==> config.mk <==
export PLATFORM = sky130hd
export DESIGN_NAME = greedy_best_first_frontier_top
export DESIGN_NICKNAME = d
export VERILOG_FILES = /design/src/hdl/gbf_pkg.sv /design/src/hdl/greedy_best_first_frontier_top.sv /design/src/hdl/gbf_ram.sv
export SDC_FILE = /design/constraint.sdc
export NUM_CORES = 2
export LEC_CHECK = 0
export BUFFER_PORTS_ARGS = -buffer_cell sky130_fd_sc_hd__buf_2
export CAP_MARGIN = 20
export CORE_MARGIN = 4
export CORE_UTILIZATION = 50
export DETAILED_ROUTE_END_ITERATION = 10
export GPL_TIMING_DRIVEN = 0
export PLACE_DENSITY = 0.71
export SETUP_SLACK_MARGIN = 0.2
export SYNTH_ARGS = -nofsm -noshare
export SYNTH_HDL_FRONTEND = slang
export SYNTH_HIERARCHICAL = 1
export SYNTH_SLANG_ARGS = --single-unit
==> constraint.sdc <==
create_clock -name aclk -period 6.5 [get_ports aclk]
set_input_delay 0 -clock aclk [delete_from_list [all_inputs] [get_ports aclk]]
set_output_delay 0 -clock aclk [all_outputs]
set_load 0.03 [all_outputs]
==> src/hdl/gbf_pkg.sv <==
`default_nettype none

package gbf_pkg;

    // default sizing
    localparam int FRONTIER_DEPTH_DEF = 64;
    localparam int COORD_BITS_DEF     = 8;

    // operation carried in the input tuser
    localparam logic OP_PUSH = 1'b0;
    localparam logic OP_POP  = 1'b1;

    // result status carried in the output tuser
    localparam int STATUS_W = 2;
    localparam logic [STATUS_W-1:0] ST_PUSHED = 2'd0;
    localparam logic [STATUS_W-1:0] ST_POPPED = 2'd1;
    localparam logic [STATUS_W-1:0] ST_EMPTY  = 2'd2;
    localparam logic [STATUS_W-1:0] ST_FULL   = 2'd3;

    // configuration register indexes
    localparam int CFG_IDX_W = 1;
    localparam logic [CFG_IDX_W-1:0] REG_DEST_X = 1'b0;
    localparam logic [CFG_IDX_W-1:0] REG_DEST_Y = 1'b1;

endpackage

`default_nettype wire

==> src/hdl/greedy_best_first_frontier_top.sv <==
// push, empty pop and full push: straight to the finish state, which loads the result
// register once it is free; pop of a nonempty frontier: a scan, then the close-up behind
// the winner, both walking the single ram read port one entry per cycle
// one item in flight; the next beat is taken the cycle after the result register loads
// aresetn (synchronous, active low) empties the frontier and clears the goal to zero;
// the entry ram itself is not cleared, only entries below the fill count are ever read
`default_nettype none

module greedy_best_first_frontier_top #(
    parameter int FRONTIER_DEPTH = gbf_pkg::FRONTIER_DEPTH_DEF,
    parameter int COORD_BITS     = gbf_pkg::COORD_BITS_DEF,
    localparam int CNT_W  = $clog2(FRONTIER_DEPTH + 1),
    localparam int DIST_W = COORD_BITS + 1,
    localparam int S_DW   = ((2 * COORD_BITS + 7) / 8) * 8,
    localparam int M_RAW  = 3 * COORD_BITS + 1 + CNT_W,
    localparam int M_DW   = ((M_RAW + 7) / 8) * 8
) (
    input  wire logic                           aclk,
    input  wire logic                           aresetn,

    // configuration write port
    input  wire logic                           cfg_we,
    input  wire logic [gbf_pkg::CFG_IDX_W-1:0]  cfg_index,
    input  wire logic [COORD_BITS-1:0]          cfg_wdata,

    // command stream
    input  wire logic                           s_axis_tvalid,
    output logic                                s_axis_tready,
    input  wire logic [S_DW-1:0]                s_axis_tdata,  // cell_x, cell_y, zero pad
    input  wire logic                           s_axis_tuser,  // op

    // result stream
    output logic                                m_axis_tvalid,
    input  wire logic                           m_axis_tready,
    output logic [M_DW-1:0]                     m_axis_tdata,  // out_x, out_y, out_distance,
                                                               // fill_count, zero pad
    output logic [gbf_pkg::STATUS_W-1:0]        m_axis_tuser   // status
);

    localparam int AW    = $clog2(FRONTIER_DEPTH);
    localparam int ENT_W = 3 * COORD_BITS + 1;   // {dist, row, col}

    // sequencer states
    localparam logic [1:0] S_IDLE   = 2'd0;
    localparam logic [1:0] S_SCAN   = 2'd1;
    localparam logic [1:0] S_SHIFT  = 2'd2;
    localparam logic [1:0] S_FINISH = 2'd3;

    logic [1:0]                     state_reg, state_next;
    logic [CNT_W-1:0]               held_reg, held_next;
    logic [COORD_BITS-1:0]          dest_x_reg, dest_x_next;
    logic [COORD_BITS-1:0]          dest_y_reg, dest_y_next;

    // walk over the entry ram: read issue pointer and the beat coming back
    logic [CNT_W-1:0]               issue_reg, issue_next;
    logic                           pend_reg, pend_next;
    logic [CNT_W-1:0]               pend_idx_reg, pend_idx_next;

    // running minimum, also the pending result payload
    logic [CNT_W-1:0]               best_idx_reg, best_idx_next;
    logic [ENT_W-1:0]               best_ent_reg, best_ent_next;
    logic [gbf_pkg::STATUS_W-1:0]   res_status_reg, res_status_next;

    // output register
    logic                           m_valid_reg, m_valid_next;
    logic [ENT_W-1:0]               m_ent_reg, m_ent_next;
    logic [gbf_pkg::STATUS_W-1:0]   m_status_reg, m_status_next;
    logic [CNT_W-1:0]               m_fill_reg, m_fill_next;

    // entry ram
    logic                           ram_we;
    logic [AW-1:0]                  ram_waddr;
    logic [ENT_W-1:0]               ram_wdata;
    logic [AW-1:0]                  ram_raddr;
    logic [ENT_W-1:0]               ram_rdata;

    // push distance
    logic [COORD_BITS-1:0]          cell_x, cell_y;
    logic [COORD_BITS-1:0]          diff_x, diff_y;
    logic [DIST_W-1:0]              push_dist;

    // shared compare and pointer math
    logic [CNT_W-1:0]               held_m1;
    logic [CNT_W-1:0]               shift_dst;
    logic [DIST_W-1:0]              rd_dist, best_dist;
    logic                           rd_better;

    gbf_ram #(
        .WIDTH (ENT_W),
        .DEPTH (FRONTIER_DEPTH)
    ) u_entries (
        .aclk  (aclk),
        .we    (ram_we),
        .waddr (ram_waddr),
        .wdata (ram_wdata),
        .raddr (ram_raddr),
        .rdata (ram_rdata)
    );

    assign cell_x    = s_axis_tdata[COORD_BITS-1:0];
    assign cell_y    = s_axis_tdata[2*COORD_BITS-1:COORD_BITS];
    assign diff_x    = (cell_x > dest_x_reg) ? (cell_x - dest_x_reg) : (dest_x_reg - cell_x);
    assign diff_y    = (cell_y > dest_y_reg) ? (cell_y - dest_y_reg) : (dest_y_reg - cell_y);
    assign push_dist = {1'b0, diff_x} + {1'b0, diff_y};

    assign held_m1   = held_reg - 1'b1;
    assign shift_dst = pend_idx_reg - 1'b1;
    assign rd_dist   = ram_rdata[ENT_W-1 -: DIST_W];
    assign best_dist = best_ent_reg[ENT_W-1 -: DIST_W];
    // strict less keeps the earliest entry on a tie
    assign rd_better = (pend_idx_reg == '0) || (rd_dist < best_dist);

    assign s_axis_tready = (state_reg == S_IDLE);
    assign m_axis_tvalid = m_valid_reg;
    assign m_axis_tdata  = M_DW'({m_fill_reg, m_ent_reg});
    assign m_axis_tuser  = m_status_reg;

    always_comb begin
        state_next      = state_reg;
        held_next       = held_reg;
        dest_x_next     = dest_x_reg;
        dest_y_next     = dest_y_reg;
        issue_next      = issue_reg;
        pend_next       = 1'b0;
        pend_idx_next   = pend_idx_reg;
        best_idx_next   = best_idx_reg;
        best_ent_next   = best_ent_reg;
        res_status_next = res_status_reg;
        m_valid_next    = m_valid_reg;
        m_ent_next      = m_ent_reg;
        m_status_next   = m_status_reg;
        m_fill_next     = m_fill_reg;
        ram_we          = 1'b0;
        ram_waddr       = held_reg[AW-1:0];
        ram_wdata       = {push_dist, cell_y, cell_x};
        ram_raddr       = issue_reg[AW-1:0];

        // goal registers
        if (cfg_we) begin
            case (cfg_index)
                gbf_pkg::REG_DEST_X: dest_x_next = cfg_wdata;
                gbf_pkg::REG_DEST_Y: dest_y_next = cfg_wdata;
                default: ;
            endcase
        end

        // result beat taken downstream
        if (m_valid_reg && m_axis_tready) begin
            m_valid_next = 1'b0;
        end

        case (state_reg)
            S_IDLE: begin
                if (s_axis_tvalid) begin
                    best_ent_next = '0;
                    state_next    = S_FINISH;
                    if (s_axis_tuser == gbf_pkg::OP_PUSH) begin
                        if (held_reg == CNT_W'(FRONTIER_DEPTH)) begin
                            res_status_next = gbf_pkg::ST_FULL;
                        end else begin
                            // append at the tail
                            ram_we          = 1'b1;
                            held_next       = held_reg + 1'b1;
                            res_status_next = gbf_pkg::ST_PUSHED;
                        end
                    end else if (held_reg == '0) begin
                        res_status_next = gbf_pkg::ST_EMPTY;
                    end else begin
                        issue_next = '0;
                        state_next = S_SCAN;
                    end
                end
            end

            S_SCAN: begin
                // one read issued and one compare done per cycle
                if (issue_reg < held_reg) begin
                    pend_next     = 1'b1;
                    pend_idx_next = issue_reg;
                    issue_next    = issue_reg + 1'b1;
                end
                if (pend_reg) begin
                    if (rd_better) begin
                        best_idx_next = pend_idx_reg;
                        best_ent_next = ram_rdata;
                    end
                    if (pend_idx_reg == held_m1) begin
                        // start the close-up behind the winner
                        pend_next  = 1'b0;
                        issue_next = best_idx_next + 1'b1;
                        state_next = S_SHIFT;
                    end
                end
            end

            S_SHIFT: begin
                // read entry i, write it back at i-1 in the cycle after
                if (issue_reg < held_reg) begin
                    pend_next     = 1'b1;
                    pend_idx_next = issue_reg;
                    issue_next    = issue_reg + 1'b1;
                end
                if (pend_reg) begin
                    ram_we    = 1'b1;
                    ram_waddr = shift_dst[AW-1:0];
                    ram_wdata = ram_rdata;
                end
                if (issue_reg >= held_reg) begin
                    pend_next       = 1'b0;
                    held_next       = held_m1;
                    res_status_next = gbf_pkg::ST_POPPED;
                    state_next      = S_FINISH;
                end
            end

            S_FINISH: begin
                // wait for the output register to be free
                if (!m_valid_reg || m_axis_tready) begin
                    m_valid_next  = 1'b1;
                    m_ent_next    = best_ent_reg;
                    m_status_next = res_status_reg;
                    m_fill_next   = held_reg;
                    state_next    = S_IDLE;
                end
            end

            default: begin
                state_next = S_IDLE;
            end
        endcase
    end

    always_ff @(posedge aclk) begin
        if (!aresetn) begin
            state_reg   <= S_IDLE;
            held_reg    <= '0;
            dest_x_reg  <= '0;
            dest_y_reg  <= '0;
            pend_reg    <= 1'b0;
            m_valid_reg <= 1'b0;
        end else begin
            state_reg   <= state_next;
            held_reg    <= held_next;
            dest_x_reg  <= dest_x_next;
            dest_y_reg  <= dest_y_next;
            pend_reg    <= pend_next;
            m_valid_reg <= m_valid_next;
        end
    end

    // datapath, no reset needed
    always_ff @(posedge aclk) begin
        issue_reg      <= issue_next;
        pend_idx_reg   <= pend_idx_next;
        best_idx_reg   <= best_idx_next;
        best_ent_reg   <= best_ent_next;
        res_status_reg <= res_status_next;
        m_ent_reg      <= m_ent_next;
        m_status_reg   <= m_status_next;
        m_fill_reg     <= m_fill_next;
    end

endmodule

`default_nettype wire

==> src/hdl/gbf_ram.sv <==
`default_nettype none

module gbf_ram #(
    parameter int WIDTH = 8,
    parameter int DEPTH = 64,
    localparam int AW   = $clog2(DEPTH)
) (
    input  wire logic             aclk,
    input  wire logic             we,
    input  wire logic [AW-1:0]    waddr,
    input  wire logic [WIDTH-1:0] wdata,
    input  wire logic [AW-1:0]    raddr,
    output logic      [WIDTH-1:0] rdata
);

    logic [WIDTH-1:0] mem [DEPTH];

    always_ff @(posedge aclk) begin
        if (we) begin
            mem[waddr] <= wdata;
        end
        rdata <= mem[raddr];
    end

endmodule

`default_nettype wire

==> results.yml <==
status:
  outcome: "finished clean"
routing:
  initialDrtViolationCount: 5175
  drt_wl_total_microns: 176000
  routedWlPerCell_microns: 29.7
  ant_nets: 0
  via_count: 37000
  avgViaCountPerCell: 6.23
  drt-pass1-iter-count: 8
  drt_drc_violations_left: 0
critical_path:
  start_kind: "flip-flop"
  crit_type: "flip-flop to flip-flop"
  r2r_end: "u_entries/mem[31][13]"
  startpoint: "state_reg[0]"
  critPathArrivalTime_ps: 6040
  rr_startpoint: "state_reg[0]"
  required_ps: 6880
  cp_max_fo: 25
  rrSetupSlack_ps: 840
  reg2reg_depth: 9
  end_kind: "flip-flop"
  crit_path_end: "u_entries/mem[31][13]"
power_and_ir_drop:
  seqPwrFrac_pct: 40.1
  p_clk_share_pct: 27.1
  leakage_nw: 25.7
  intPower_mw: 23.2
  p_sw_share_pct: 33.1
  max-vdd-ir-drop_mv: 0.303
  power_frac_comb_pct: 32.9
  power_switching_mw: 11.5
  power_mw: 34.7
  powerDensity_mw_per_mm2: 433
yosys:
  yosys_most_used_dff: "edfxtp_1"
  synth_cell_types: 80
  avgSynthCellArea_sq_um: 19.4
  synth_top_area_share_pct: 72.4
  yosys_warnings: 6
  ys_seq_elements: 1734
  synthCells: 3606
  netlist.top_cell.by_area: "edfxtp_1"
  synthTopCellsByArea: "edfxtp_1 72%, mux4_2 9.7%, mux2i_1 2.3%"
  ys_seq_area_share_pct: 73.9
  syn-cell-area_sq_mm: 0.0698
  synth_fp_nets: 3705
  synth_edf_count: 1682
  synth-async-reset-ratio_pct: 0
finish:
  final_cell_mix: "1682 x edfxtp_1, 302 x mux4_2, 173 x clkbuf_16"
  nets: 4040
  utilization_pct: 58.0
  largest_reg_flops: 1600
  largest-register: "u_entries/mem"
  mostFrequentLayoutCell: "edfxtp_1"
  drive_gt1_share_pct: 24.8
  syn_to_final_growth_pct: 14.8
die:
  die_y_microns: 382
  dieArea_sq_mm: 0.146
  core_sq_mm: 0.138
  boundaryPins: 67
  initial_core_util_pct: 50.6
  num_rows: 136
  die_x_microns: 382
timing:
  fin_crit_ps: 5660
  rsz0062_at_grt: "no"
  final.period_utilization_pct: 87.0
  hold_viol: 0
  finalSetupViolations: 0
  finalMaxSlewViolations: 0
  max_slew_margin_pct: 18.0
  fmax_mhz: 177
  fin_worst_skew_ps: 30.6
  worstMarginPinSlew_ps: 1210
cts:
  htree_num_levels: 4
  insertion_delay_ps: 780
  numCtsBuffers: 170
  cts_resized: 0
  clk_pin_slew_worst_paths_ps: 60
  root_buffer: "clkbuf_16"
  cts.path.max_buffers: 3
  clkSinkCount: 1734
  cts_tree: "done"
global_routing:
  grt_use_total_pct: 24.0
  gr-total-overflow: 0
  grt_pass1_vias: 36500
  antenna_found_initial: 4
  grt_pass1_wl_microns: 255000
  grt_start_max_net_pins: 65
placed_design:
  gp_congestion: 0.950
  port_buffers: 63
  hpwl_microns: 118000
run:
  max-cap-violations: 0
worst_hold_path:
  min_from: "s_axis_tdata[12]"
  hp-class: "input port to flip-flop"
==> layout make-up <==
cell class / count / area (sq um)
multi-input combinational: 1594 / 17400
timing repair buffer: 163 / 1930
fill: 9823 / 57900
inverter: 75 / 282
clock inverter: 85 / 743
clock buffer: 221 / 4570
sequential: 1734 / 51500
buffer: 203 / 1320
tap: 1863 / 2330
antenna: 2 / 5.00
==> worst min-delay path by stage <==
| stage | slack, ps | cells after the start | endpoint |
|---|---|---|---|
| 2_1_floorplan | 160 | 2 | dest_y_reg[6] |
| 3_3_place_gp | 290 | 3 | dest_y_reg[2] |
| 3_5_place_dp | 290 | 3 | dest_x_reg[7] |
| 4_1_cts | 10 | 3 | u_entries/mem[11][12] |
| 5_1_grt | 60 | 3 | u_entries/mem[10][3] |
| 6_report | 50 | 3 | u_entries/mem[11][12] |
==> metal layers <==
metal	vias up	wire [microns]	global-route usage, %
met5	-	0	0
met4	0	6030	8.27
met3	284	17800	5.00
met2	1993	83800	37.7
met1	19400	68800	33.9
li1	15400	-	-
==> power by group through the flow <==
stage | sequential, mW | combinational (mW) | clock [mW]
finish | 13.9 | 11.4 | 9.39
global route | 13.9 | 11.9 | 10.0
CTS | 13.9 | 11.3 | 9.51
detailed placement | 14.1 | 11.2 | 0
global placement | 14.4 | 10.5 | 0
floorplan | 14.2 | 6.73 | 0
==> timing repair <==
action	in CTS	in global routing
setup endpoints to repair	0	0
endpoints found under the hold margin	182	0
setup buffers	0	0
hold buffers	38	0
==> through the flow <==
stage / setup WS [ps] / setup TNS, ps / cell area [sq um] / instances / hold slack, ps
2_1_floorplan: 501 / 0 / 69800 / 3606 / 156
3_3_place_gp: -4130 / -2643140 / 72400 / 5532 / 292
3_5_place_dp: 1000 / 0 / 74400 / 5593 / 294
4_1_cts: 977 / 0 / 80100 / 5937 / 10.5
5_1_grt: 675 / 0 / 80100 / 5938 / 60.4
6_report: 845 / 0 / 80100 / 5940 / 48.1
==> kinds of logic after synthesis <==
kind of cell / after synthesis / synth area share (%)
AO/OA/AOI/OAI: 453 / 4.50
AND/OR/NAND/NOR: 431 / 3.10
flip-flops: 1734 / 73.9
buffers and inverters: 278 / 2.30
multiplexers: 599 / 14.4
adder cells (fa/ha/maj): 68 / 1.27
XOR/XNOR: 43 / 0.540
==> synthesized netlist by cell type (32+ instances only) <==
cell / count
nand2_1: 87
o22ai_1: 103
a21oi_1: 42
buf_2: 50
mux2_2: 130
edfxtp_1: 1682
o21ai_0: 69
clkbuf_1: 82
mux2i_1: 157
dfxtp_1: 52
nor2b_1: 37
inv_1: 75
ha_1: 63
and2_1: 32
nor3_1: 39
nor2_1: 130
mux4_2: 302
==> critical path, cell delays in order, from the launching register on <==
cell and delay, ps:
dfxtp_1 330, inv_1 100, ha_1 260, clkbuf_1 510
nand2_1 330, clkbuf_1 420, o21ai_0 670, clkbuf_1 540
nand4_1 930, nor2_4 1100
Note: power is estimated with default switching activity, not from simulation.
